==> src/rtl/bis_pkg.sv <==
// Shared types and constants for the bilinear image scaler.
package bis_pkg;

    localparam int COORD_W = 12;
    localparam int PIX_W   = 8;
    localparam int SIZE_W  = 13;
    localparam int INV_W   = 21;
    localparam int IDX_W   = 3;

    localparam logic REQ_LOAD  = 1'b0;
    localparam logic REQ_PIXEL = 1'b1;

    typedef enum logic [IDX_W-1:0] {
        REG_SRC_WIDTH  = 3'd0,
        REG_SRC_HEIGHT = 3'd1,
        REG_OUT_WIDTH  = 3'd2,
        REG_OUT_HEIGHT = 3'd3,
        REG_INV_SCALE  = 3'd4
    } t_cfg_idx;

    typedef struct packed {
        logic [8:0]        src_width;
        logic [8:0]        src_height;
        logic [SIZE_W-1:0] out_width;
        logic [SIZE_W-1:0] out_height;
        logic [INV_W-1:0]  inv_scale;
    } t_cfg;

    // flag: range error on a request, in-store on a load
    typedef struct packed {
        logic               is_req;
        logic               flag;
        logic [COORD_W-1:0] row;
        logic [COORD_W-1:0] col;
        logic [PIX_W-1:0]   pix;
    } t_item;

endpackage

==> src/rtl/bis_fifo.sv <==
// Two-entry queue between front and back end.
module bis_fifo (
    input  logic           i_clk,
    input  logic           i_rst_n,
    input  logic           i_push,
    input  bis_pkg::t_item i_item,
    output logic           o_full,
    output logic           o_valid,
    output bis_pkg::t_item o_item
);
    import bis_pkg::*;

    t_item      r_mem [2];
    logic       r_wptr, r_rptr;
    logic [1:0] r_count, n_count;
    logic       pop;

    assign pop     = r_count != 2'd0;
    assign o_valid = pop;
    assign o_full  = r_count == 2'd2;
    assign o_item  = r_mem[r_rptr];

    always_comb begin
        n_count = r_count + 2'(i_push) - 2'(pop);
    end

    always_ff @(posedge i_clk) begin
        if (!i_rst_n) begin
            r_wptr  <= 1'b0;
            r_rptr  <= 1'b0;
            r_count <= 2'd0;
        end else begin
            r_count <= n_count;
            if (i_push) begin
                r_wptr <= !r_wptr;
            end
            if (pop) begin
                r_rptr <= !r_rptr;
            end
        end
        if (i_push) begin
            r_mem[r_wptr] <= i_item;
        end
    end

endmodule

==> config.mk <==
export PLATFORM = sky130hd
export DESIGN_NAME = bis_fifo
export DESIGN_NICKNAME = d
export VERILOG_FILES = /design/src/rtl/bis_pkg.sv /design/src/rtl/bis_fifo.sv
export SDC_FILE = /design/constraint.sdc
export NUM_CORES = 1
export LEC_CHECK = 0
export BUFFER_PORTS_ARGS = -buffer_cell sky130_fd_sc_hd__buf_2
export CAP_MARGIN = 25
export CORE_MARGIN = 3
export CORE_UTILIZATION = 52
export DETAILED_ROUTE_END_ITERATION = 16
export HOLD_SLACK_MARGIN = 0.15
export PLACE_DENSITY_LB_ADDON = 0.12
export SLEW_MARGIN = 15
export SYNTH_ARGS = -nofsm -noshare
export SYNTH_HDL_FRONTEND = slang
export SYNTH_SLANG_ARGS = --single-unit
==> constraint.sdc <==
create_clock -name i_clk -period 3.4 [get_ports i_clk]
set_clock_uncertainty 0.2 [all_clocks]
set_input_delay 0.68 -clock i_clk [delete_from_list [all_inputs] [get_ports i_clk]]
set_output_delay 0.68 -clock i_clk [all_outputs]
set_load 0.01 [all_outputs]
==> key figures, run 1 <==
Finish
  – Most common cell after layout, fill and taps aside: buf_2
  – Utilization after layout: 67.5%
  – # fillers: 348
  – Net count, final: 247
  – Layout cells sized above 1: 58.9%
  – Most frequent cells in the layout: buf_2, edfxtp_1, mux2_4, clkbuf_8
  – Area Growth Syn to Fin: 23.8%
  – Antenna Cells: 0

Setup path
  – Startpoint Class: register
  – Slowest library cell on the worst path: dfxtp_2
  – Largest stage delay, worst path: 0.68 ns
  – CP Max Fanout: 19
  – Setup CP Type: reg -> out
  – Crit path depth: 3
  – Crit path buf inv count: 2
  – Delay-heaviest family, CP: flip-flops
  – Setup crit end kind: output pin
  – Req. time, crit path: 2.52 ns
  – FF-to-FF path depth: 1
  – Critical path, cell by cell: buf_12 > mux2_2 > buf_2
  – Critical path data arrival time: 1.76 ns

Pwr
  – Leakage: 0.00141 uW
  – Power Density: 596 nW/um^2
  – Worst ir drop on vdd: 0.412 mV

CTS
  – Clock sinks: 73
  – Root buf cell: clkbuf_8
  – Post-CTS sizing: 0
  – CTS tree: yes
  – Number of buffers created by CTS: 9
  – Clk buf depth: 2
  – CTS hold repair buffers: 0
  – H-tree lvl count: 3
  – Setup Fix Bufs, Post-CTS: 0
  – CTS clk-pin slew, worst paths: 0.07 ns
  – Clock latency on the worst-skew pair: 0.33 ns

Routing
  – Remaining routing DRC violations: 0
  – ANT nets after route: 0
  – Post-Route WL: 4460 um
  – Vias per inst: 4.92
  – Via count: 1396
  – Starting DRT DRC Count: 118
  – WL/cell: 15.7 um
  – Drt first pass iters: 4

Logic synthesis
  – FF+latch count, synth: 73
  – Dominant cell type by area after synthesis: edfxtp_1
  – Post-Syn Nets: 166
  – Synthesized instance count: 128
  – Post-synthesis cell type count: 17
  – Yosys top cell area share: 72.4%
  – Seq/Total Area, Yosys: 76.0%
  – Synthesis warning total: 0
  – Syn_area_per_cell: 22.0 um^2
  – Synth top area cells: edfxtp_1, mux2_4, dfxtp_1
  – Cell Area, Synth: 2820 um^2

Global route
  – Largest net degree at the start of global routing: 35
  – Remaining global-route overflow: 0
  – First-pass GRT wire length: 6910 um
  – GRT Overall Usage: 15.2%
  – Vias in the first global route: 1440
  – Initial antenna violation count: 0

Hold path
  – Worst hold path depth: 1
  – Worst hold path type: in -> reg

Run
  – Maxcap violations: 0

Floorplan
  – Die area: 6340 um^2
  – Io pins: 73
  – Initial Util: 54.5%
  – DIE WIDTH: 79.6 um
  – Core area: 5170 um^2
  – DIE HEIGHT: 79.6 um
  – Num rows: 26

STA
  – Worst slew pin tran: 0.833 ns
  – Setup ws final: 0.756 ns
  – RSZ-0062 raised after global routing: no
  – Post-layout min period: 2.64 ns
  – Period utilization: 77.8%
  – Fin. max-slew vios: 0
  – Final Setup Violations: 0
  – Setup_tns: 0 ns
  – Fmax achieved: 378 MHz
  – Fin. Hold Viols: 0
  – Slew Limit Headroom: 44.5%

Outcome
  – Outcome: complete, no violations

Placement
  – Worst slack, placed: 1.10 ns
  – Post-DP HPWL: 2940 um
  – Port Buffers: 72
  – Final GP Congestion: 0.617
-- path summary, 6_finish.rpt --
kind / startpoint / end / slack (ns)
max: register / o_item[2] / 0.76
min: i_item[17] / r_mem[1][17] / 0.33
max reg2reg: r_wptr / r_mem[1][13] / 1.71
min reg2reg: r_count[0] / r_count[1] / 0.34
-- where the power goes --
group	switching, uW	total, uW	internal (uW)	leakage, uW
Clock	293	848	555	0.000128
Combinational	82.8	182	99.1	0.000602
Sequential	18.7	1050	1030	0.000680
Total	394	2080	1690	0.00141
-- cells in the mapped netlist --
master	number
mux2_2	4
nand2_1	2
and2_1	2
nand2b_1	1
edfxtp_1	68
mux2_4	30
ha_1	1
o21a_1	1
or3_1	1
o21ai_0	1
buf_6	1
nor2b_1	4
buf_12	3
dfxtp_1	5
or2_2	1
and3_1	2
mux2i_1	1
-- cell families after synthesis --
kind of cell	share of synthesized area, %
fa+ha+maj	0.444
flops	76.0
buf+inv	2.53
mux	17.9
compound gates	0.444
simple gates	2.71
-- per-layer routing --
layer  track usage (%)  part of all wire, %  routed length, um
met3              5.98                  7.6                340
met2              24.8                   52               2310
met5                 0                    0                  0
met4              7.73                  1.1                 47
met1              17.3                   40               1760
-- stage by stage --
stage	hold WS, ns	instance area [um^2]	instances	power (uW)
final	0.330	3490	284	2080
after global routing	0.307	3490	284	2160
after CTS	0.315	3490	284	2100
after detailed placement	0.331	3230	268	1250
after global placement	0.316	3230	268	1250
after floorplan	0.300	2820	128	1180
-- layout make-up --
class | instances | area [um^2] | share of cell area [%]
flip-flops and latches | 73 | 2140 | 61.4
multi-input cells | 51 | 616 | 17.6
repair buffers | 74 | 388 | 11.1
clock inverters | 7 | 133 | 3.80
clock buffers | 9 | 124 | 3.55
well taps | 70 | 87.6 | 2.51
-- state kept, by name (all words and copies together) (netlist names), named ones only --
register,count
r_mem,68
r_count,2
r_wptr,1
r_rptr,1
Note: power is estimated with default switching activity, not from simulation.
==> inputs of run 2 (changes only) <==
==> constraint.sdc (replaced) <==
create_clock -name i_clk -period 2.6 [get_ports i_clk]
set_clock_uncertainty 0.2 [all_clocks]
set_input_delay 0.52 -clock i_clk [delete_from_list [all_inputs] [get_ports i_clk]]
set_output_delay 0.52 -clock i_clk [all_outputs]
set_load 0.01 [all_outputs]
==> key figures, run 2 (synthesis gave the netlist of run 1 again) <==
Outcome
  – Outcome: complete, no violations

Setup path
  – CP Max Fanout: 18
  – Setup crit end kind: output pin
  – Req. time, crit path: 1.88 ns
  – Largest stage delay, worst path: 0.37 ns
  – Critical path data arrival time: 1.47 ns
  – Setup CP Type: reg -> out
  – Crit path buf inv count: 2
  – Crit path depth: 3
  – FF-to-FF path depth: 2
  – Critical path, cell by cell: buf_4 > mux2_2 > buf_2
  – Slowest library cell on the worst path: mux2_2
  – Delay-heaviest family, CP: buffers and inverters
  – Startpoint Class: register

Run
  – Maxcap violations: 0

Finish
  – Most common cell after layout, fill and taps aside: buf_2
  – Antenna Cells: 0
  – # fillers: 346
  – Max reg flops: 68
  – Layout cells sized above 1: 59.3%
  – Top Registers: r_mem (68), r_count (2)
  – Area Growth Syn to Fin: 24.0%
  – Final Non-Filler Cells: 286
  – Net count, final: 249
  – Most flops, register: r_mem
  – Most frequent cells in the layout: buf_2, edfxtp_1, mux2_4, clkbuf_8

CTS
  – CTS clk-pin slew, worst paths: 0.07 ns
  – H-tree lvl count: 3
  – Clk buf depth: 2
  – Number of buffers created by CTS: 9
  – Post-CTS sizing: 0
  – Clock latency on the worst-skew pair: 0.33 ns
  – Clock sinks: 73
  – CTS hold repair buffers: 0
  – Setup Fix Bufs, Post-CTS: 0
  – CTS tree: yes
  – Root buf cell: clkbuf_8

Pwr
  – Sequential Power Share: 52.0%
  – Sw Ratio: 19.4%
  – Pwr Total: 2630 uW
  – Combinational power share: 9.5%
  – Int Power: 2120 uW
  – Worst ir drop on vdd: 0.416 mV
  – Leakage: 0.00141 uW
  – Clock Power Share: 38.6%
  – Power Density: 751 nW/um^2
  – Sw Pwr: 510 uW

Hold path
  – Worst hold path depth: 1
  – Worst hold path type: in -> reg

Floorplan
  – DIE HEIGHT: 79.6 um
  – Die area: 6340 um^2
  – DIE WIDTH: 79.6 um
  – Io pins: 73
  – Core area: 5170 um^2
  – Initial Util: 54.5%
  – Num rows: 26

STA
  – Period utilization: 84.4%
  – Worst slew pin tran: 0.447 ns
  – Final Setup Violations: 0
  – RSZ-0062 raised after global routing: no
  – Fin. max-slew vios: 0
  – Fin. Hold Viols: 0
  – Hold slack final: 0.173 ns
  – Post-layout min period: 2.19 ns
  – Fmax achieved: 456 MHz
  – Slew Limit Headroom: 70.1%
  – Setup_tns: 0 ns

Routing
  – Remaining routing DRC violations: 0
  – Post-Route WL: 4260 um
  – Starting DRT DRC Count: 54
  – Drt first pass iters: 2
  – ANT nets after route: 0
  – Via count: 1386
  – WL/cell: 14.9 um
  – Vias per inst: 4.85

Global route
  – Largest net degree at the start of global routing: 23
  – Vias in the first global route: 1464
  – Remaining global-route overflow: 0
  – First-pass GRT wire length: 6720 um
  – GRT Overall Usage: 14.6%
  – Initial antenna violation count: 0

Placement
  – Post-DP HPWL: 2930 um
  – Final GP Congestion: 0.623
  – Cells after DPL: 270
  – Port Buffers: 72
run 2: per-layer routing:
metal / GRT usage (%) / routed length [um]
met2: 25.0 / 2220
met1: 15.3 / 1670
met4: 8.25 / 58
met3: 5.53 / 313
met5: 0 / 0
run 2: path summary, 6_finish.rpt:
check | endpoint | from | slack (ns)
worst max-delay path | o_item[2] | register | 0.41
worst min register to register | r_count[1] | r_count[1] | 0.34
worst max register to register | r_mem[1][30] | r_wptr | 1.09
worst min-delay path | r_mem[1][20] | i_item[20] | 0.17
run 2: worst reg2reg max path, stage by stage, from the launching register on:
cell,delay (ns)
dfxtp_1,0.39
and2_2,0.40
buf_12,0.22
run 2: metrics by stage:
stage	worst slack [ns]	cell area [um^2]	util [%]
finish	0.405	3500	67.6
global route	0.312	3500	67.6
CTS	0.374	3500	67.6
detailed placement	0.746	3260	63.1
global placement	0.765	3260	63.1
floorplan	0.530	2820	-
run 2: final cells by class:
type / count / area, um^2 / area share [%]
clock buffer: 10 / 128 / 3.65
tap: 70 / 87.6 / 2.51
timing repair buffer: 76 / 415 / 11.9
clock inverter: 6 / 106 / 3.04
sequential: 73 / 2140 / 61.3
multi-input combinational: 51 / 616 / 17.6
run 2: power groups by stage:
stage	clock network (uW)	logic, uW	registers, uW
2_1_floorplan	0	161	1390
3_3_place_gp	0	246	1390
3_5_place_dp	0	252	1390
4_1_cts	1040	253	1370
5_1_grt	1090	269	1370
6_report	1010	248	1360
