### src/rtl/bis_pkg.sv
// Shared types and constants for the bilinear image scaler.
package bis_pkg;

    localparam int COORD_W = 12;
    localparam int PIX_W   = 8;
    localparam int SIZE_W  = 13;
    localparam int INV_W   = 21;
    localparam int IDX_W   = 3;

    localparam logic REQ_LOAD  = 1'b0;
    localparam logic REQ_PIXEL = 1'b1;

    typedef enum logic [IDX_W-1:0] {
        REG_SRC_WIDTH  = 3'd0,
        REG_SRC_HEIGHT = 3'd1,
        REG_OUT_WIDTH  = 3'd2,
        REG_OUT_HEIGHT = 3'd3,
        REG_INV_SCALE  = 3'd4
    } t_cfg_idx;

    typedef struct packed {
        logic [8:0]        src_width;
        logic [8:0]        src_height;
        logic [SIZE_W-1:0] out_width;
        logic [SIZE_W-1:0] out_height;
        logic [INV_W-1:0]  inv_scale;
    } t_cfg;

    // flag: range error on a request, in-store on a load
    typedef struct packed {
        logic               is_req;
        logic               flag;
        logic [COORD_W-1:0] row;
        logic [COORD_W-1:0] col;
        logic [PIX_W-1:0]   pix;
    } t_item;

endpackage

### src/rtl/bis_front.sv
// Front end: accepts words and classifies them for the back end.
module bis_front #(
    parameter int MAX_SRC_WIDTH  = 256,
    parameter int MAX_SRC_HEIGHT = 256
) (
    input  logic                          i_clk,
    input  logic                          i_rst_n,
    input  logic                          i_accept,
    input  logic                          i_req_type,
    input  logic [bis_pkg::COORD_W-1:0]   i_pix_row,
    input  logic [bis_pkg::COORD_W-1:0]   i_pix_col,
    input  logic [bis_pkg::PIX_W-1:0]     i_pixel_in,
    input  bis_pkg::t_cfg                 i_cfg,
    input  logic                          i_full,
    output logic                          o_push,
    output bis_pkg::t_item                o_item,
    output logic                          o_busy
);
    import bis_pkg::*;

    logic  r_valid, n_valid;
    t_item r_item;
    t_item n_item;
    logic  row13_ok, col13_ok;

    assign o_push = r_valid && !i_full;
    assign o_busy = r_valid && i_full;
    assign o_item = r_item;

    assign row13_ok = {1'b0, i_pix_row} < SIZE_W'(MAX_SRC_HEIGHT);
    assign col13_ok = {1'b0, i_pix_col} < SIZE_W'(MAX_SRC_WIDTH);

    always_comb begin
        n_item.is_req = i_req_type;
        n_item.row    = i_pix_row;
        n_item.col    = i_pix_col;
        n_item.pix    = i_pixel_in;
        if (i_req_type == REQ_PIXEL) begin
            n_item.flag = ({1'b0, i_pix_row} >= i_cfg.out_height) ||
                          ({1'b0, i_pix_col} >= i_cfg.out_width);
        end else begin
            n_item.flag = row13_ok && col13_ok;
        end
        if (i_accept) begin
            n_valid = 1'b1;
        end else if (o_push) begin
            n_valid = 1'b0;
        end else begin
            n_valid = r_valid;
        end
    end

    always_ff @(posedge i_clk) begin
        if (!i_rst_n) begin
            r_valid <= 1'b0;
        end else begin
            r_valid <= n_valid;
        end
        if (i_accept) begin
            r_item <= n_item;
        end
    end

endmodule

### config.mk
export PLATFORM = sky130hd
export DESIGN_NAME = bis_front
export DESIGN_NICKNAME = d
export VERILOG_FILES = /design/src/rtl/bis_pkg.sv /design/src/rtl/bis_front.sv
export SDC_FILE = /design/constraint.sdc
export NUM_CORES = 1
export LEC_CHECK = 0
export ABC_CLOCK_PERIOD_IN_PS = 1750
export BUFFER_PORTS_ARGS = -buffer_cell sky130_fd_sc_hd__buf_2
export CORE_MARGIN = 3
export CORE_UTILIZATION = 39
export CTS_BUF_LIST = sky130_fd_sc_hd__clkbuf_8 sky130_fd_sc_hd__clkbuf_16
export DETAILED_ROUTE_END_ITERATION = 7
export PLACE_DENSITY = 0.92
export SLEW_MARGIN = 20
export SYNTH_ARGS = -nofsm -noshare
export SYNTH_HDL_FRONTEND = slang
export SYNTH_SLANG_ARGS = --single-unit
### constraint.sdc
create_clock -name i_clk -period 1.75 [get_ports i_clk]
set_input_delay 0.0875 -clock i_clk [delete_from_list [all_inputs] [get_ports i_clk]]
set_output_delay 0.0875 -clock i_clk [all_outputs]
set_load 0.02 [all_outputs]
==> impl_results.md, run 1 <==
* Final Non-Filler Cells at 303
* Gp weighted congestion at 0.7609
* Leading area contributor after synthesis: edfxtp_1
* Initial Utilization at 41.84%
* Min cycle time layout at 1595 ps
* DRT antenna net count at 0
* Hold worst-path end: r_valid
* Cell Rows at 23
* Nets at 378
* Synth top area cells: edfxtp_1 59%, ha_1 17%, inv_1 5.5%
* RSZ-0062 raised after global routing: no
* Count of state elements after synthesis at 35
* Synth Area per Inst at 13.66 sq um
* Residual DRC at 0
* Final Skew at 0 ps
* Maximum clock frequency at 627.1 MHz
* Root Driver: clkbuf_8
* Setup TNS after final layout at 0 ps
* Vias per cell at 4.677
* WP data arrival at 1610 ps
* Fill cells at 334
* Yosys warning count at 0
* Largest net degree at the start of global routing at 21
* Synth Cell Area at 1722 sq um
* Die area at 5248 sq um
* Hold Crit Depth at 2
* Sequential share of the synthesized area at 60.47%
* CP Launch Type: input pin
* Via Count at 1417
* Antenna cells at 0
* Post-synth net total at 252
* Worst path max stage delay at 530 ps
* Worst reg2reg path depth at 2
* Post-synth top cells: 34 x edfxtp_1, 25 x inv_1, 24 x ha_1
* Setup bufs post-CTS at 0
* CTS tree: yes
* Most frequent cell after synthesis: edfxtp_1
* Clock group share of total power at 32.7%
* Reg power frac at 47.8%
* Number of port buffers at 98
* Synth async-reset ratio at 0%
* WS Path Type: input pin to register
* Leak at 0.001290 uW
* Sw Share at 24.49%
* Run status: finished clean
* Cell Pwr Density at 810.4 nW/um^2
* Share of the synthesized area in the top cell type at 59.30%
* Worst R2R End: r_valid
* Die width at 72.44 um
* Worst hold path class: input pin to register
* Comb pwr share at 19.4%
* Post-synth EDFFs at 34
* VDD IR max at 466.1 uV
* Global-route wire length before repair at 6230 um
* Ys flop type: edfxtp_1
* NetSw at 516.5 uW
* DRT Wirelength at 4140 um
* Cells after synthesis at 126
* IO Pins at 138
* Unique masters post-synth at 25
* Clk slew on worst S/H paths at 70 ps
* Crit share post-route at 91.12%
* Share of post-route cells with drive strength above 1 at 43.48%
* Hold Startpoint: i_rst_n
* Max-slew violation count at 0
* P&R area growth vs syn at 51.16%
* Vias in the first global route at 1409
* Cts bufs inserted at 5
* R2R Path Start: r_valid
* CTS H-tree lvls at 2
* R2R Setup Slk at 1030 ps
* Die Y at 72.44 um
* Detailed placement HPWL at 3319 um
* Power Internal at 1593 uW
* Slew headroom at 68.70%
* Antenna violations before repair at 0
* Worst Max-Slew Pin Slew at 469.5 ps
* Critical-path top delay cell: dlygate4sd3_1
* Number of cells after detailed placement at 275
* Setup violators final at 0
* Total global routing overflow at 0
* Worst Path Max Fanout at 3
* Clock Sink Count at 35
* Total GRT Usage at 15.57%
* Ordered cell list for the critical path: dlygate4sd3_1 > buf_2 > ha_1 > a21oi_1 > o21ai_0 > a22oi_1 > a41oi_2
* Core footprint at 4115 sq um
* Final hold violations at 0
* Max-Cap Viols at 0
* Number of DRC markers in iteration 0 at 50
* Longest Clk Path Bufs at 2
* First-pass iteration count of the detailed router at 3
* Clock latency on the worst-skew pair at 280 ps
* Pre-CTS setup slack at 158.2 ps
* Crit path capture type: register
* Critical Path RT at 1760 ps
* Drt wl/cell at 13.66 um
* Setup ws final at 155.4 ps
==> power groups by stage <==
stage / clock, uW / combinational (uW) / sequential (uW)
final: 691 / 410 / 1010
after global placement: 0 / 367 / 1020
after detailed placement: 0 / 379 / 1030
after CTS: 715 / 410 / 1010
after global routing: 758 / 453 / 1010
after floorplan: 0 / 105 / 1110
==> layer usage <==
metal  wire length (um)  track usage (%)  vias up
met1               1572            17.15      628
li1                   -                -      717
met3                351            4.294        8
met4                 69            6.148        0
met2               2146            28.21       64
met5                  0                0        -
==> flip-flops by register name (all words and copies together) (netlist names) <==
register,cells
o_item,34
r_valid,1
==> cells by family (layout without fill, tap and decap cells) <==
logic type	Yosys count	in the layout	synth area share, %
simple gates	20	20	7.921
fa+ha+maj	24	24	17.44
flops	35	35	60.47
compound gates	22	22	8.722
buf+inv	25	152	5.451
==> worst max-delay path by stage <==
stage / start / endpoint / slack, ps
global placement: i_pix_row[3] / o_item[32] / 160
floorplan: i_cfg[24] / o_item[32] / 360
detailed placement: i_pix_row[3] / o_item[32] / 160
CTS: i_pix_col[4] / o_item[32] / 140
global route: i_pix_col[4] / o_item[32] / 50
finish: i_pix_col[4] / o_item[32] / 160
==> layout make-up <==
class / instances / area [sq um] / area share (%)
Inverter: 25 / 93.84 / 3.606
Tap cell: 50 / 62.56 / 2.404
Sequential cell: 35 / 1041 / 40.00
Clock buffer: 5 / 68.82 / 2.644
Clock inverter: 3 / 38.79 / 1.490
Timing Repair Buffer: 119 / 710.7 / 27.31
Multi-Input combinational cell: 66 / 586.8 / 22.55
==> layout by cell type, fill, tap and decap left out, drive strengths merged <==
cell         instances
o41ai                1
nand4                2
and2                 1
clkinv               2
o21ai                4
nand4b               1
o311ai               1
dfxtp                1
bufinv               1
nor4                 2
a21boi               1
buf                 99
a22oi                1
a41oi                1
edfxtp              34
a31o                 1
and4                 2
dlygate4sd3         20
inv                 25
clkbuf               5
a211oi               1
nor2                 2
nor3                 1
a21oi               10
ha                  24
nand3                3
nor2b                3
and4b                1
nand2                2
o21a                 1
==> through the flow <==
step / power [uW] / area (sq um) / util [%] / hold slack (ps)
finish: 2109 / 2603 / 63.24 / 15.25
global route: 2226 / 2603 / 63.24 / 0.9011
CTS: 2134 / 2572 / 62.51 / 0.4927
detailed placement: 1407 / 2295 / 55.76 / 265.8
global placement: 1388 / 2295 / 55.76 / 263.3
floorplan: 1219 / 1722 / - / 186.4
==> critical path, delay by kind of cell <==
kind | cells | cell delay (ps)
buf+inv | 2 | 660
compound gates | 4 | 550
fa+ha+maj | 1 | 310
==> timing repair <==
item / in CTS / in global routing
resized for setup: 0 / 0
hold buffers: 17 / 3
hold endpoints to repair: 17 / 3
No activity file was read; power rests on OpenSTA's default activity.
==> inputs of run 2 (changes only) <==
--- a/config.mk
+++ b/config.mk
@@ -11,6 +11,7 @@
 export CORE_UTILIZATION = 39
 export CTS_BUF_LIST = sky130_fd_sc_hd__clkbuf_8 sky130_fd_sc_hd__clkbuf_16
 export DETAILED_ROUTE_END_ITERATION = 7
+export HOLD_SLACK_MARGIN = 0.06
 export PLACE_DENSITY = 0.92
 export SLEW_MARGIN = 20
 export SYNTH_ARGS = -nofsm -noshare
==> constraint.sdc (replaced) <==
create_clock -name i_clk -period 1.75 [get_ports i_clk]
set_input_delay 0 -clock i_clk [delete_from_list [all_inputs] [get_ports i_clk]]
set_output_delay 0 -clock i_clk [all_outputs]
set_load 0.02 [all_outputs]
==> run 2 against run 1 <==
  * Fmax shrank 6.1%
  * Sequential share of layout area shrank 2.7 points
  * Largest power group unchanged
  * Global-route usage grew 0.99 points
  * Critical path depth is the same
  * Highest routed layer unchanged
  * Worst hold slack gained 74 ps
  * Register-to-register slack is essentially flat
  * Cell count grew 4.6%
  * Final area grew 7.3%
  * Core utilization grew 4.6 points
  * Clock power is essentially flat
==> impl_results.md, run 2 (synthesis results as in run 1) <==
* Fill cells at 305 (-8.7%)
* Final hold violations at 0 (unchanged)
* CTS tree: yes
* Clock latency on the worst-skew pair at 270 ps (about the same)
* Global-route wire length before repair at 6617 um (+6.2%)
* Crit path capture type: register
* Final core occ at 67.83% (+4.6 points)
* WHS at 89.01 ps (+73.76 ps)
* P&R area growth vs syn at 62.14%
* WP data arrival at 1710 ps (+100 ps)
* Residual DRC at 0 (unchanged)
* Number of flip-flops in the largest register at 34 (unchanged)
* Placed inst area at 2295 sq um (unchanged)
* WS Path Type: input pin to register
* Cts bufs inserted at 5 (unchanged)
* Worst Path Max Fanout at 2 (-1)
* Cell Rows at 23 (unchanged)
* Stages on worst setup path at 7 (unchanged)
* Via Count at 1484 (+4.7%)
* Ordered cell list for the critical path: dlygate4sd3_1 > buf_2 > ha_4 > and4_1 > nor2b_1 > o311ai_2 > a41oi_2
* Max-Cap Viols at 0 (unchanged)
* Drt wl/cell at 13.89 um (+1.7%)
* Setup TNS after final layout at 0 ps (unchanged)
* Post-route design area at 2791 sq um (+7.3%)
* Number of port buffers at 98 (unchanged)
* Worst Max-Slew Pin Slew at 470.7 ps (+1.219 ps)
* Root Driver: clkbuf_8
* Clk slew on worst S/H paths at 70 ps (about the same)
* RSZ-0062 raised after global routing: no
* DRT antenna net count at 0 (unchanged)
* Detailed placement HPWL at 3319 um (unchanged)
* Slew headroom at 68.62% (-0.081 points)
* Core footprint at 4115 sq um (unchanged)
* Crit share post-route at 97.05% (+5.9 points)
* Hold Crit Depth at 3 (+1)
* Die area at 5248 sq um (unchanged)
* Largest net degree at the start of global routing at 21 (unchanged)
* Total global routing overflow at 0 (unchanged)
* IO Pins at 138 (unchanged)
* Longest Clk Path Bufs at 2 (unchanged)
* Most common cell after layout, fill and taps aside: buf_2
* Clock Sink Count at 35 (unchanged)
* Worst reg2reg path depth at 2 (unchanged)
* Most frequent cells in the layout: 98 x buf_2, 34 x dlygate4sd3_1, 34 x edfxtp_1
* Die width at 72.44 um (unchanged)
* Number of DRC markers in iteration 0 at 55 (+10%)
* Worst hold path class: input pin to register
* Antenna violations before repair at 0 (unchanged)
* Max-slew violation count at 0 (unchanged)
* Min cycle time layout at 1698 ps (+103.9 ps)
* Vias in the first global route at 1548 (+9.9%)
* Maximum clock frequency at 588.8 MHz (-6.1%)
* Nets at 392 (+3.7%)
* Gp weighted congestion at 0.7609 (unchanged)
* First-pass iteration count of the detailed router at 4 (+1)
* CP delay by family, top: buffers and inverters
* Buf/Inv on CP at 2 (unchanged)
* Die Y at 72.44 um (unchanged)
* Initial Utilization at 41.84% (unchanged)
* Setup violators final at 0 (unchanged)
* CTS H-tree lvls at 2 (unchanged)
* Critical Path RT at 1760 ps (about the same)
* DRT Wirelength at 4403 um (+6.4%)
* CP Launch Type: input pin
* Share of post-route cells with drive strength above 1 at 43.07% (-0.41 points)
* Leak at 0.001345 uW (+4.3%)
* Vias per cell at 4.681 (+0.10%)
* Antenna cells at 0 (unchanged)
* VDD IR max at 487.9 uV (+4.7%)
* Total GRT Usage at 16.56% (+0.99 points)
* Final Skew at 0 ps (unchanged)
* Critical-path top delay cell: dlygate4sd3_1
* Worst path max stage delay at 530 ps (about the same)
* Cell Pwr Density at 768.5 nW/um^2 (-5.2%)
* Run status: finished clean
## run 2: worst register-to-register path, delay by kind of cell, from the launching register on
kind,cells,cell delay [ps]
DFF,1,300
AOI/OAI and AO/OA,1,160
and+or+nand+nor,1,150
## run 2: worst paths after layout
check                     from    endpoint  slack, ps
setup / recovery  i_pix_row[4]  o_item[32]         50
hold / removal          i_full     r_valid         90
setup reg to reg       r_valid     r_valid       1040
hold reg to reg        r_valid     r_valid        600
## run 2: cell type report
| class | instances | area (sq um) | area share (%) |
|---|---|---|---|
| Clock inverter | 3 | 38.79 | 1.390 |
| Sequential cell | 35 | 1041 | 37.29 |
| Clock buffer | 5 | 68.82 | 2.465 |
| Multi-Input combinational cell | 66 | 635.6 | 22.77 |
| Tap cell | 50 | 62.56 | 2.241 |
| Timing Repair Buffer | 133 | 850.8 | 30.48 |
| Inverter | 25 | 93.84 | 3.362 |
## run 2: through the flow
stage | total power (uW) | setup WS (ps) | cells
global route | 2253 | 3.457 | 317
global placement | 1388 | 246.4 | 275
floorplan | 1219 | 450.0 | 126
CTS | 2163 | 12.23 | 317
finish | 2145 | 51.57 | 317
detailed placement | 1407 | 245.7 | 275
## run 2: where the power goes
group          switching, uW  leakage, uW  internal [uW]
registers               16.9     0.000341            992
logic                    239     0.000949            209
clock network            271    0.0000556            417
total                    527      0.00135           1620
## run 2: per-layer routing
layer	part of all wire (%)	wire [um]	global-route usage [%]	up-vias
met1	38	1671	17.33	667
met2	53	2346	31.75	64
li1	-	-	-	747
met4	1.2	53	5.943	0
met3	7.5	332	4.017	6
met5	0	0	0	-
## run 2: timing repair
item,4_1_cts,5_1_grt
hold buffers,34,0
setup buffers,0,0
resized for setup,0,6
hold endpoints to repair,34,0
setup endpoints to repair,0,1
==> inputs of run 3 (changes only) <==
--- a/config.mk
+++ b/config.mk
@@ -6,7 +6,7 @@
 export NUM_CORES = 1
 export LEC_CHECK = 0
 export ABC_CLOCK_PERIOD_IN_PS = 1750
-export BUFFER_PORTS_ARGS = -buffer_cell sky130_fd_sc_hd__buf_2
+export BUFFER_PORTS_ARGS = -buffer_cell sky130_fd_sc_hd__buf_4
 export CORE_MARGIN = 3
 export CORE_UTILIZATION = 39
 export CTS_BUF_LIST = sky130_fd_sc_hd__clkbuf_8 sky130_fd_sc_hd__clkbuf_16
==> run 3 against run 2 <==
  * Largest power group unchanged
  * Clock skew did not move
  * Final area rose by 8.2%
  * Largest cell class is now buffers
  * Critical endpoint unchanged
  * Combinational power rose by 19%
  * Worst setup slack improved by 26 ps
  * Sequential share of layout area fell by 2.8 points
  * Global-route usage rose by 3.0 points
  * Die area did not move
  * Highest routed layer unchanged
  * Cell count fell by 0.32%
  * Worst hold slack improved by 43 ps
  * Fmax rose by 1.6%
  * Core utilization rose by 5.5 points
  * Sequential power barely moved
==> impl_results.md, run 3 (synthesis results as in run 1) <==
* Cts bufs inserted at 5 (unchanged)
* Leak at 0.001429 uW (+6.2%)
* R2R Setup Slk at 980 ps (-60 ps)
* Vias in the first global route at 1687 (+9.0%)
* Crit share post-route at 95.57% (-1.5 points)
* Max-Cap Viols at 0 (unchanged)
* P&R area growth vs syn at 75.36%
* Worst R2R End: r_valid
* Cell Pwr Density at 746.8 nW/um^2 (-2.8%)
* Total GRT Usage at 19.56% (+3.0 points)
* Hold Startpoint: i_pix_row[1]
* Total global routing overflow at 0 (unchanged)
* Worst Path Max Fanout at 2 (unchanged)
* Final hold violations at 0 (unchanged)
* Hold Crit Depth at 2 (-1)
* Number of port buffers at 98 (unchanged)
* Clock latency on the worst-skew pair at 280 ps (about the same)
* Core footprint at 4115 sq um (unchanged)
* IO Pins at 138 (unchanged)
* Final core occ at 73.37% (+5.5 points)
* Number of flip-flops in the largest register at 34 (unchanged)
* RSZ-0062 raised after global routing: no
* CTS H-tree lvls at 2 (unchanged)
* Placed inst area at 2520 sq um (+9.8%)
* Met1 Track Usage GR at 18.19% (+0.86 points)
* CTS tree: yes
* Gp weighted congestion at 0.7618 (+0.12%)
* Reg power frac at 44.9% (-2.1 points)
* Crit path capture type: register
* Detailed placement HPWL at 3395 um (+2.3%)
* Hold worst-path end: o_item[21]
* Global-route wire length before repair at 7693 um (+16%)
* Number of DRC markers in iteration 0 at 96 (+75%)
* Top Usage Layer GRT: met2
* Largest net degree at the start of global routing at 36 (+71%)
* Clock group share of total power at 31.4% (-0.7 points)
* DRT antenna net count at 0 (unchanged)
* Setup TNS after final layout at 0 ps (unchanged)
* Power Internal at 1691 uW (+4.5%)
* Die area at 5248 sq um (unchanged)
* Via Count at 1567 (+5.6%)
* Worst Max-Slew Pin Slew at 500.7 ps (+30.00 ps)
* Run status: finished clean
* Sw Share at 25.01% (+0.44 points)
* Post-route design area at 3019 sq um (+8.2%)
* Clk slew on worst S/H paths at 70 ps (about the same)
* Slew headroom at 66.31% (-2.3 points)
* Final Non-Filler Cells at 316 (-0.32%)
* Min cycle time layout at 1672 ps (-25.98 ps)
* DRT Wirelength at 5281 um (+20%)
* Root Driver: clkbuf_8
* NetSw at 563.8 uW (+7.0%)
* Final Skew at 0 ps (unchanged)
* Antenna violations before repair at 0 (unchanged)
* Cell Rows at 23 (unchanged)
* Nets at 391 (-0.26%)
* Antenna cells at 0 (unchanged)
* VDD IR max at 466.6 uV (-4.4%)
* Critical Path RT at 1760 ps (about the same)
* Worst reg2reg path depth at 2 (unchanged)
* Critical path startpoint: i_pix_row[7]
* Initial Utilization at 41.84% (unchanged)
* Max-slew violation count at 0 (unchanged)
* Drt wl/cell at 16.71 um (+20%)
* CP Launch Type: input pin
* WS Path Type: input pin to register
* Maximum clock frequency at 597.9 MHz (+1.6%)
* M3 GR Usage at 5.402% (+1.4 points)
* Die width at 72.44 um (unchanged)
* Residual DRC at 0 (unchanged)
* Setup bufs post-CTS at 0 (unchanged)
* Comb pwr share at 23.7% (+2.8 points)
* Setup violators final at 0 (unchanged)
* Number of cells after detailed placement at 274 (-0.36%)
* Clock Sink Count at 35 (unchanged)
* Share of post-route cells with drive strength above 1 at 42.86% (-0.21 points)
* Worst hold path class: input pin to register
* Most frequent cells in the layout: 98 x buf_4, 34 x edfxtp_1, 33 x dlygate4sd3_1
* Longest Clk Path Bufs at 2 (unchanged)
* R2R Path Start: r_valid
* First-pass iteration count of the detailed router at 4 (unchanged)
* Most common cell after layout, fill and taps aside: buf_4
* WP data arrival at 1690 ps (-20 ps)
* Grt met2 use at 38.42% (+6.7 points)
* Die Y at 72.44 um (unchanged)
* Vias per cell at 4.959 (+5.9%)
run 3: cell types whose count changed in the layout (fill, tap and decap cells not counted):
cell / delta
buf_12: -1
buf_2: -98
buf_4: +98
dlygate4sd3_1: -1
dlymetal6s4s_1: +1
run 3: layer usage:
metal	vias up	part of all wire, %
li1	740	-
met1	735	33
met2	80	56
met3	12	8.1
met4	0	2.8
met5	-	0
run 3: power groups by stage:
stage / sequential [uW] / clock [uW] / combinational (uW)
floorplan: 1110 / 0 / 105
global placement: 1020 / 0 / 434
detailed placement: 1030 / 0 / 450
CTS: 1010 / 717 / 513
global route: 1020 / 754 / 578
finish: 1010 / 708 / 534
run 3: critical path: stages:
cell and delay (ps):
dlygate4sd3_1 540, buf_4 140, ha_1 290, and4_1 230, a31o_2 250, o21ai_2 130, a41oi_2 120
run 3: layout make-up:
type                    count  area [sq um]
well taps                  50         62.56
repair buffers            132          1079
clock inverters             3         38.79
inverters                  25         93.84
fillers                   254          1096
multi-input cells          66         635.6
clock buffers               5         68.82
flip-flops and latches     35          1041
run 3: how the worst max path moves through the flow:
stage | endpoint | slack [ps] | depth (start not counted)
5_1_grt | o_item[32] | 0.8 | 7
2_1_floorplan | o_item[32] | 450 | 6
3_5_place_dp | o_item[32] | 240 | 6
4_1_cts | o_item[32] | 2 | 7
3_3_place_gp | o_item[32] | 240 | 6
6_report | o_item[32] | 80 | 7
run 3: repair_timing:
item	CTS	global route
setup endpoints to repair	0	1
resized for setup	0	7
hold buffers	34	0
endpoints found under the hold margin	34	0
run 3: through the flow:
stage	total power [uW]	setup slack (ps)	hold WS [ps]
after detailed placement	1479	240.2	180.7
after global placement	1459	239.6	178.4
after CTS	2242	1.702	71.42
after global routing	2349	0.7978	140.4
final	2255	77.55	132.0
after floorplan	1219	450.0	78.11
